`config.mk`:
```
export PLATFORM = sky130hd
export DESIGN_NAME = gbcq_axis
export DESIGN_NICKNAME = d
export VERILOG_FILES = /design/src/rtl/gbcq_pkg.sv /design/src/rtl/gbcq_axis.sv
export VERILOG_INCLUDE_DIRS = /design/src /design/src/rtl
export SDC_FILE = /design/constraint.sdc
export NUM_CORES = 2
export LEC_CHECK = 0
export BUFFER_PORTS_ARGS = -buffer_cell sky130_fd_sc_hd__clkbuf_2
export CAP_MARGIN = 40
export CORE_MARGIN = 2
export CORE_UTILIZATION = 40
export CTS_BUF_LIST = sky130_fd_sc_hd__clkbuf_4 sky130_fd_sc_hd__clkbuf_8
export DETAILED_ROUTE_END_ITERATION = 12
export GPL_ROUTABILITY_DRIVEN = 0
export PLACE_DENSITY_LB_ADDON = 0.12
export SETUP_SLACK_MARGIN = 0.05
export SYNTH_ARGS = -nofsm -noshare
export SYNTH_HDL_FRONTEND = slang
export SYNTH_SLANG_ARGS = --single-unit
```
`constraint.sdc`:
```
create_clock -name clk -period 9.3 [get_ports clk]
set_input_delay 1.395 -clock clk [delete_from_list [all_inputs] [get_ports clk]]
set_output_delay 1.395 -clock clk [all_outputs]
set_load 0.005 [all_outputs]
```
`src/rtl/grid_bilinear_climate_query_defines.svh`:
```
// assertion macros shared by the grid query rtl
// no dependencies; define ASSERT_OFF to compile the checks out
`ifndef GRID_BILINEAR_CLIMATE_QUERY_DEFINES_SVH
`define GRID_BILINEAR_CLIMATE_QUERY_DEFINES_SVH
`ifndef ASSERT_OFF
// check with reset qualification
`define GBCQ_ASSERT_RST(label, clk, rst_n, prop, msg) \
    label: assert property (@(posedge clk) disable iff (!rst_n) (prop)) else $error(msg);
// check on a clock only
`define GBCQ_ASSERT_CLK(label, clk, prop, msg) \
    label: assert property (@(posedge clk) (prop)) else $error(msg);
`else
`define GBCQ_ASSERT_RST(label, clk, rst_n, prop, msg)
`define GBCQ_ASSERT_CLK(label, clk, prop, msg)
`endif
`endif

```
`src/rtl/gbcq_pkg.sv`:
```
// shared types, widths and constants of the grid query block
// no dependencies
package gbcq_pkg;

    localparam int DEFAULT_MAX_ROWS = 256;
    localparam int DEFAULT_MAX_COLS = 256;

    localparam int ADDR_W      = 16;
    localparam int STORE_DEPTH = 65536;
    localparam int VAL_W       = 16;
    localparam int COORD_W     = 32;
    localparam int FRAC_W      = 16;
    localparam int T_W         = FRAC_W + 1;
    localparam int WT_W        = 2 * FRAC_W + 1;
    localparam int NBR         = 4;

    localparam int CFG_IDX_W  = 3;
    localparam int CFG_DATA_W = 32;
    localparam int CFG_CNT_W  = 9;

    localparam int AXIS_STG  = 3;
    localparam int BLEND_STG = 3;
    localparam int NSTG      = AXIS_STG + 2 + BLEND_STG;

    localparam logic [CFG_DATA_W-1:0] INV_CELL_RESET = 32'h0001_0000;
    localparam logic [CFG_CNT_W-1:0]  CNT_RESET      = 9'd2;

    localparam logic signed [VAL_W-1:0] DEFAULT_TEMP   = 16'sd3840;
    localparam logic [VAL_W-1:0]        DEFAULT_PRECIP = 16'd12800;

    typedef enum logic [CFG_IDX_W-1:0] {
        CFG_ORIGIN_X   = 3'd0,
        CFG_ORIGIN_Y   = 3'd1,
        CFG_INV_CELL   = 3'd2,
        CFG_ROW_COUNT  = 3'd3,
        CFG_COL_COUNT  = 3'd4,
        CFG_TEMP_OFS   = 3'd5,
        CFG_GRID_READY = 3'd6
    } cfg_reg_t;

    typedef enum logic {
        OP_WRITE = 1'b0,
        OP_QUERY = 1'b1
    } op_t;

    typedef struct packed {
        op_t  op;
        logic grid_on;
    } gbcq_ctrl_t;

endpackage

```
`src/rtl/gbcq_axis.sv`:
```
// three-stage map of one query coordinate to cell index and fraction
// depends on gbcq_pkg and grid_bilinear_climate_query_defines.svh
`include "grid_bilinear_climate_query_defines.svh"

module gbcq_axis #(
    parameter int MAX_CNT = gbcq_pkg::DEFAULT_MAX_COLS,
    localparam int CW = $clog2(MAX_CNT + 1),
    localparam int IW = $clog2(MAX_CNT)
) (
    input  logic                                clk,
    input  logic [gbcq_pkg::AXIS_STG-1:0]       en,
    input  logic signed [gbcq_pkg::COORD_W-1:0] p,
    input  logic signed [gbcq_pkg::COORD_W-1:0] origin,
    input  logic [gbcq_pkg::COORD_W-1:0]        inv_cell,
    input  logic [CW-1:0]                       cnt,
    output logic [IW-1:0]                       ix,
    output logic [gbcq_pkg::T_W-1:0]            t
);
    import gbcq_pkg::*;

    localparam int PROD_W = 2 * COORD_W;
    localparam int FW     = PROD_W - FRAC_W;
    localparam int LW     = CW + FRAC_W;

    logic signed [COORD_W:0] diff;
    logic [COORD_W-1:0]      mag_next;
    logic [COORD_W-1:0]      mag_reg;
    logic [PROD_W-1:0]       prod_reg;
    logic [FW-1:0]           f;
    logic [CW-1:0]           top_cell;
    logic [LW-1:0]           lim;
    logic [LW-1:0]           fc;
    logic [CW-1:0]           whole;
    logic                    at_edge;
    logic [IW-1:0]           ix_next;
    logic [T_W-1:0]          t_next;
    logic [IW-1:0]           ix_reg;
    logic [T_W-1:0]          t_reg;

    // stage 1: offset from origin, negative or zero maps to zero
    assign diff     = {p[COORD_W-1], p} - {origin[COORD_W-1], origin};
    assign mag_next = (!diff[COORD_W] && (diff != '0)) ? diff[COORD_W-1:0] : '0;

    // stage 3: clamp to the last grid line, keep index at most count minus two
    assign f        = prod_reg[PROD_W-1:FRAC_W];
    assign top_cell = cnt - CW'(1);
    assign lim      = {top_cell, {FRAC_W{1'b0}}};
    assign fc       = (f > FW'(lim)) ? lim : LW'(f);
    assign whole    = fc[LW-1:FRAC_W];
    assign at_edge  = (whole == top_cell);
    assign ix_next  = at_edge ? IW'(cnt - CW'(2)) : IW'(whole);
    assign t_next   = at_edge ? {1'b1, {FRAC_W{1'b0}}} : {1'b0, fc[FRAC_W-1:0]};

    always_ff @(posedge clk)
    begin
        if (en[0])
        begin
            mag_reg <= mag_next;
        end
        if (en[1])
        begin
            prod_reg <= mag_reg * inv_cell;
        end
        if (en[2])
        begin
            ix_reg <= ix_next;
            t_reg  <= t_next;
        end
    end

    assign ix = ix_reg;
    assign t  = t_reg;

    `GBCQ_ASSERT_CLK(a_frac_max, clk, t_reg[FRAC_W] |-> (t_reg[FRAC_W-1:0] == '0), "frac > 1")

endmodule

```
==> impl_results.html <==
<table>
<tr><th>Metric</th><th>Value</th></tr>
<tr><th colspan="2">Drt</th></tr>
<tr><td>Final antenna-violating net count</td><td>0</td></tr>
<tr><td>Detail-routed via count per cell</td><td>about 4.9</td></tr>
<tr><td>Number of DRC violations after detailed-routing iteration 0</td><td>~1,200</td></tr>
<tr><td>Post-route DRC</td><td>0</td></tr>
<tr><td>Per-cell routed wire length</td><td>~20 µm</td></tr>
<tr><td>Routed Wire Length</td><td>roughly 110,000 µm</td></tr>
<tr><td>Via count</td><td>26,610</td></tr>
<tr><td>Number of detailed-routing iterations run before antenna repair</td><td>7</td></tr>
<tr><th colspan="2">Setup path</th></tr>
<tr><td>Capturing element of the worst setup path</td><td>prod_reg[62]</td></tr>
<tr><td>Critical R2R Launch</td><td>mag_reg[15]</td></tr>
<tr><td>Element type at the critical path end</td><td>flip-flop</td></tr>
<tr><td>R2R depth</td><td>24</td></tr>
<tr><td>Critical path type</td><td>in2reg</td></tr>
<tr><td>Worst path arrival time</td><td>~9000 ps</td></tr>
<tr><td>R2R Path End</td><td>prod_reg[62]</td></tr>
<tr><td>Startpoint types</td><td>primary input</td></tr>
<tr><td>Internal reg-to-reg setup slack</td><td>approximately 1000 ps</td></tr>
<tr><td>Startpoint of the worst setup timing path</td><td>inv_cell[7]</td></tr>
<tr><td>Critical Path Fanout Max</td><td>24</td></tr>
<tr><td>Worst EP required</td><td>~9500 ps</td></tr>
<tr><th colspan="2">Yosys</th></tr>
<tr><td>Fraction of synthesized cell area in xor and xnor cells</td><td>between 2 and 2.5%</td></tr>
<tr><td>Post-synth EDFFs</td><td>between 100 and 150</td></tr>
<tr><td>Post-synthesis instance total</td><td>about 4,000</td></tr>
<tr><td>Part of the Yosys area used for sequential elements</td><td>under 10%</td></tr>
<tr><td>Synthesized-area fraction occupied by ao, oa, aoi and oai cells</td><td>under 10%</td></tr>
<tr><td>Dominant combinational cell family by area after synthesis</td><td>adder cells</td></tr>
<tr><td>Cell area after technology mapping</td><td>roughly 38,000 µm²</td></tr>
<tr><td>Number of distinct library cells after synthesis</td><td>~70</td></tr>
<tr><td>Mux cell area share after synthesis</td><td>less than 1%</td></tr>
<tr><td>Ys flop type</td><td>sky130_fd_sc_hd__edfxtp_1</td></tr>
<tr><td>Simple-Gate Fraction of Synth Area</td><td>about 17%</td></tr>
<tr><td>Yosys Warn Count</td><td>0</td></tr>
<tr><td>Synth Area in Adders</td><td>56.60%</td></tr>
<tr><td>#FFs+latches synth</td><td>between 100 and 150</td></tr>
<tr><td>Number of nets in the synthesized netlist</td><td>~5,400</td></tr>
<tr><td>Mean Syn Cell Area</td><td>about 9.4 µm²</td></tr>
<tr><td>FFs w/ async S/R, synth</td><td>0%</td></tr>
<tr><th colspan="2">CTS</th></tr>
<tr><td>Setup fix buffers added after clock tree synthesis</td><td>0</td></tr>
<tr><td>TritonCTS clock tree</td><td>done</td></tr>
<tr><td>Worst-Skew Late Latency</td><td>480 ps</td></tr>
<tr><td>H-Tree Level Count</td><td>3</td></tr>
<tr><td>Clock buffers created by TritonCTS</td><td>9</td></tr>
<tr><td>CTS Root Buffer Type</td><td>sky130_fd_sc_hd__clkbuf_8</td></tr>
<tr><td>Buffer depth of the longest clock path</td><td>2</td></tr>
<tr><td>Sink Count</td><td>approximately 110</td></tr>
<tr><td>Cts-stage hold buffer count</td><td>0</td></tr>
<tr><td>Clock slew at the register clock pins of the worst setup and hold paths</td><td>around 130 ps</td></tr>
<tr><td>Quantity of gates resized following cts</td><td>0</td></tr>
<tr><th colspan="2">Run</th></tr>
<tr><td>Max-capacitance violation count</td><td>0</td></tr>
<tr><th colspan="2">Cells and area</th></tr>
<tr><td>Most common cell after layout, fill and taps aside</td><td>sky130_fd_sc_hd__inv_1</td></tr>
<tr><td>Nets</td><td>about 5,500</td></tr>
<tr><td>End-of-flow core utilization</td><td>roughly 43%</td></tr>
<tr><td>Non-filler instance count after layout</td><td>5,418</td></tr>
<tr><td>Commonest non-fill, non-tap cells in the layout</td><td>920 x sky130_fd_sc_hd__inv_1, 896 x sky130_fd_sc_hd__fa_1, 585 x sky130_fd_sc_hd__and2_1</td></tr>
<tr><td>Area Growth Syn to Fin</td><td>7.261%</td></tr>
<tr><td>Flip-flop count of the largest register, all copies and words added</td><td>48</td></tr>
<tr><td>Fraction of layout instances using a drive strength above 1</td><td>~7.6%</td></tr>
<tr><th colspan="2">Placed design</th></tr>
<tr><td>Post-placement cell count</td><td>roughly 5,400</td></tr>
<tr><td>Port-buffer cells</td><td>approximately 130</td></tr>
<tr><td>Total half-perimeter wirelength after legalization and detailed placement</td><td>~93,000 µm</td></tr>
<tr><td>Worst slack at placement</td><td>roughly 200 ps</td></tr>
<tr><th colspan="2">Floorplan</th></tr>
<tr><td>Initial standard-cell utilization of the core</td><td>40.37%</td></tr>
<tr><td>Chip Width</td><td>about 310 µm</td></tr>
<tr><td>Die Footprint</td><td>around 99,000 µm²</td></tr>
<tr><td>Std cell rows</td><td>around 110</td></tr>
<tr><td>IO Pins</td><td>134</td></tr>
<tr><td>Die Height</td><td>about 310 µm</td></tr>
<tr><td>Core ar.</td><td>~95,000 µm²</td></tr>
<tr><th colspan="2">Timing</th></tr>
<tr><td>RSZ-0062 raised after global routing</td><td>no</td></tr>
<tr><td>Least setup slack across all paths after layout</td><td>approximately 780 ps</td></tr>
<tr><td>Total of endpoints with negative setup slack in the final report</td><td>0</td></tr>
<tr><td>Number of hold-slack violations in the final timing report</td><td>0</td></tr>
<tr><td>Transition time of the tightest slew-check pin</td><td>just under 900 ps</td></tr>
<tr><td>Clk_skew</td><td>around 34 ps</td></tr>
<tr><td>Max_slew headroom</td><td>about 40%</td></tr>
<tr><td>Final clock period utilization by the worst path</td><td>between 90% and 100%</td></tr>
<tr><td>Period minus WS final</td><td>roughly 8500 ps</td></tr>
<tr><td>Total Neg Setup Slack</td><td>0 ps</td></tr>
<tr><td>Fmax</td><td>117.3 MHz</td></tr>
<tr><td>Fin. max-slew vios</td><td>0</td></tr>
<tr><th colspan="2">Outcome</th></tr>
<tr><td>Outcome</td><td>completed</td></tr>
<tr><th colspan="2">Global route</th></tr>
<tr><td>Wire length of the first global-routing pass</td><td>171,200 µm</td></tr>
<tr><td>Pin count of the biggest net entering global routing</td><td>49</td></tr>
<tr><td>Initial antenna violation count</td><td>6</td></tr>
<tr><td>Number of global-route vias before repair</td><td>between 20,000 and 30,000</td></tr>
<tr><td>All-layer global routing usage</td><td>about 23%</td></tr>
<tr><td>Residual overflow from global routing</td><td>0</td></tr>
<tr><th colspan="2">Min path</th></tr>
<tr><td>HP Class</td><td>reg2reg</td></tr>
</table>
area by class of cell:
| type | instances | area (µm²) |
|---|---|---|
| clock inverter | 7 | 86.33 |
| inverter | 920 | 3453 |
| tap | 1265 | 1583 |
| clock buffer | 9 | 123.9 |
| multi-input combinational | 2838 | 30980 |
| sequential | 105 | 3153 |
| timing repair buffer | 271 | 1812 |
| antenna | 3 | 7.507 |
| fill | 9460 | 53950 |
metrics by stage:
stage | instance area (µm²) | hold WS [ps]
6_report | 41200 | 577.9
5_1_grt | 41200 | 602.8
4_1_cts | 41190 | 582.4
3_5_place_dp | 40980 | 550.4
3_3_place_gp | 40820 | 554.2
2_1_floorplan | 38410 | 514.0
synth_stat cells (all sizes together), types with 5 or more instances:
cell type	number	share of area [%]
a211oi	7	0.18
a21boi	5	0.13
a21o	47	0.92
a21oi	76	1.0
a31oi	15	0.26
and2	585	9.5
and3	11	0.19
buf	7	0.10
clkbuf	208	2.0
edfxtp	105	8.2
fa	896	47
ha	304	9.9
inv	920	9.0
mux2	6	0.18
nand2	508	5.0
nand2b	9	0.15
nand3	16	0.21
nand4	29	0.47
nor2	57	0.56
nor2b	15	0.24
nor3	17	0.25
nor4	17	0.32
o211ai	10	0.20
o21a	9	0.18
o21ai	41	0.53
o21bai	10	0.20
o31ai	5	0.16
or2	6	0.098
or3	5	0.081
xnor2	61	1.4
xor2	33	0.75
worst max-delay path, cell delays in order:
cell	delay [ps]
sky130_fd_sc_hd__clkbuf_2	440
sky130_fd_sc_hd__and2_1	230
sky130_fd_sc_hd__fa_1	430
sky130_fd_sc_hd__fa_1	490
sky130_fd_sc_hd__fa_1	510
sky130_fd_sc_hd__inv_1	50
sky130_fd_sc_hd__fa_1	470
sky130_fd_sc_hd__inv_1	50
sky130_fd_sc_hd__fa_1	490
sky130_fd_sc_hd__fa_1	510
sky130_fd_sc_hd__fa_1	510
sky130_fd_sc_hd__inv_1	50
sky130_fd_sc_hd__fa_1	500
sky130_fd_sc_hd__inv_1	50
sky130_fd_sc_hd__ha_1	290
sky130_fd_sc_hd__a21oi_1	100
sky130_fd_sc_hd__o21ai_0	300
sky130_fd_sc_hd__nor2_1	110
sky130_fd_sc_hd__a31oi_1	270
sky130_fd_sc_hd__a211oi_1	120
sky130_fd_sc_hd__buf_4	160
sky130_fd_sc_hd__nor4_1	500
sky130_fd_sc_hd__buf_4	200
sky130_fd_sc_hd__nor2_1	40
sky130_fd_sc_hd__o211ai_1	180
sky130_fd_sc_hd__o211ai_1	120
sky130_fd_sc_hd__xnor2_1	140
metal layers:
metal | track usage, % | wire length (µm) | up-vias
met1 | 29.52 | 45230 | 13860
met2 | 40.85 | 55780 | 457
met3 | 1.537 | 2939 | 103
met4 | 6.144 | 2871 | 2
met5 | 0 | 16 | -
li1 | - | - | 12190
worst min path at each step:
stage | start | endpoint | slack [ps] | cells past startpoint
3_3_place_gp | prod_reg[19] | t[3] | 550 | 1
4_1_cts | prod_reg[20] | t[4] | 580 | 1
6_report | prod_reg[20] | t[4] | 580 | 1
5_1_grt | prod_reg[20] | t[4] | 600 | 1
2_1_floorplan | prod_reg[28] | t[12] | 510 | 1
3_5_place_dp | prod_reg[20] | t[4] | 550 | 1
cells by family after synthesis:
family	count (synthesis)
buffers and inverters	1135
adders and majority gates	1200
xor gates and xnor gates	94
AOI/OAI and AO/OA	252
and+or+nand+nor	1284
DFF	105
muxes	8
Power is not shown: default switching activity piles up to over one toggle a cycle in this logic, so the estimate is an artifact.
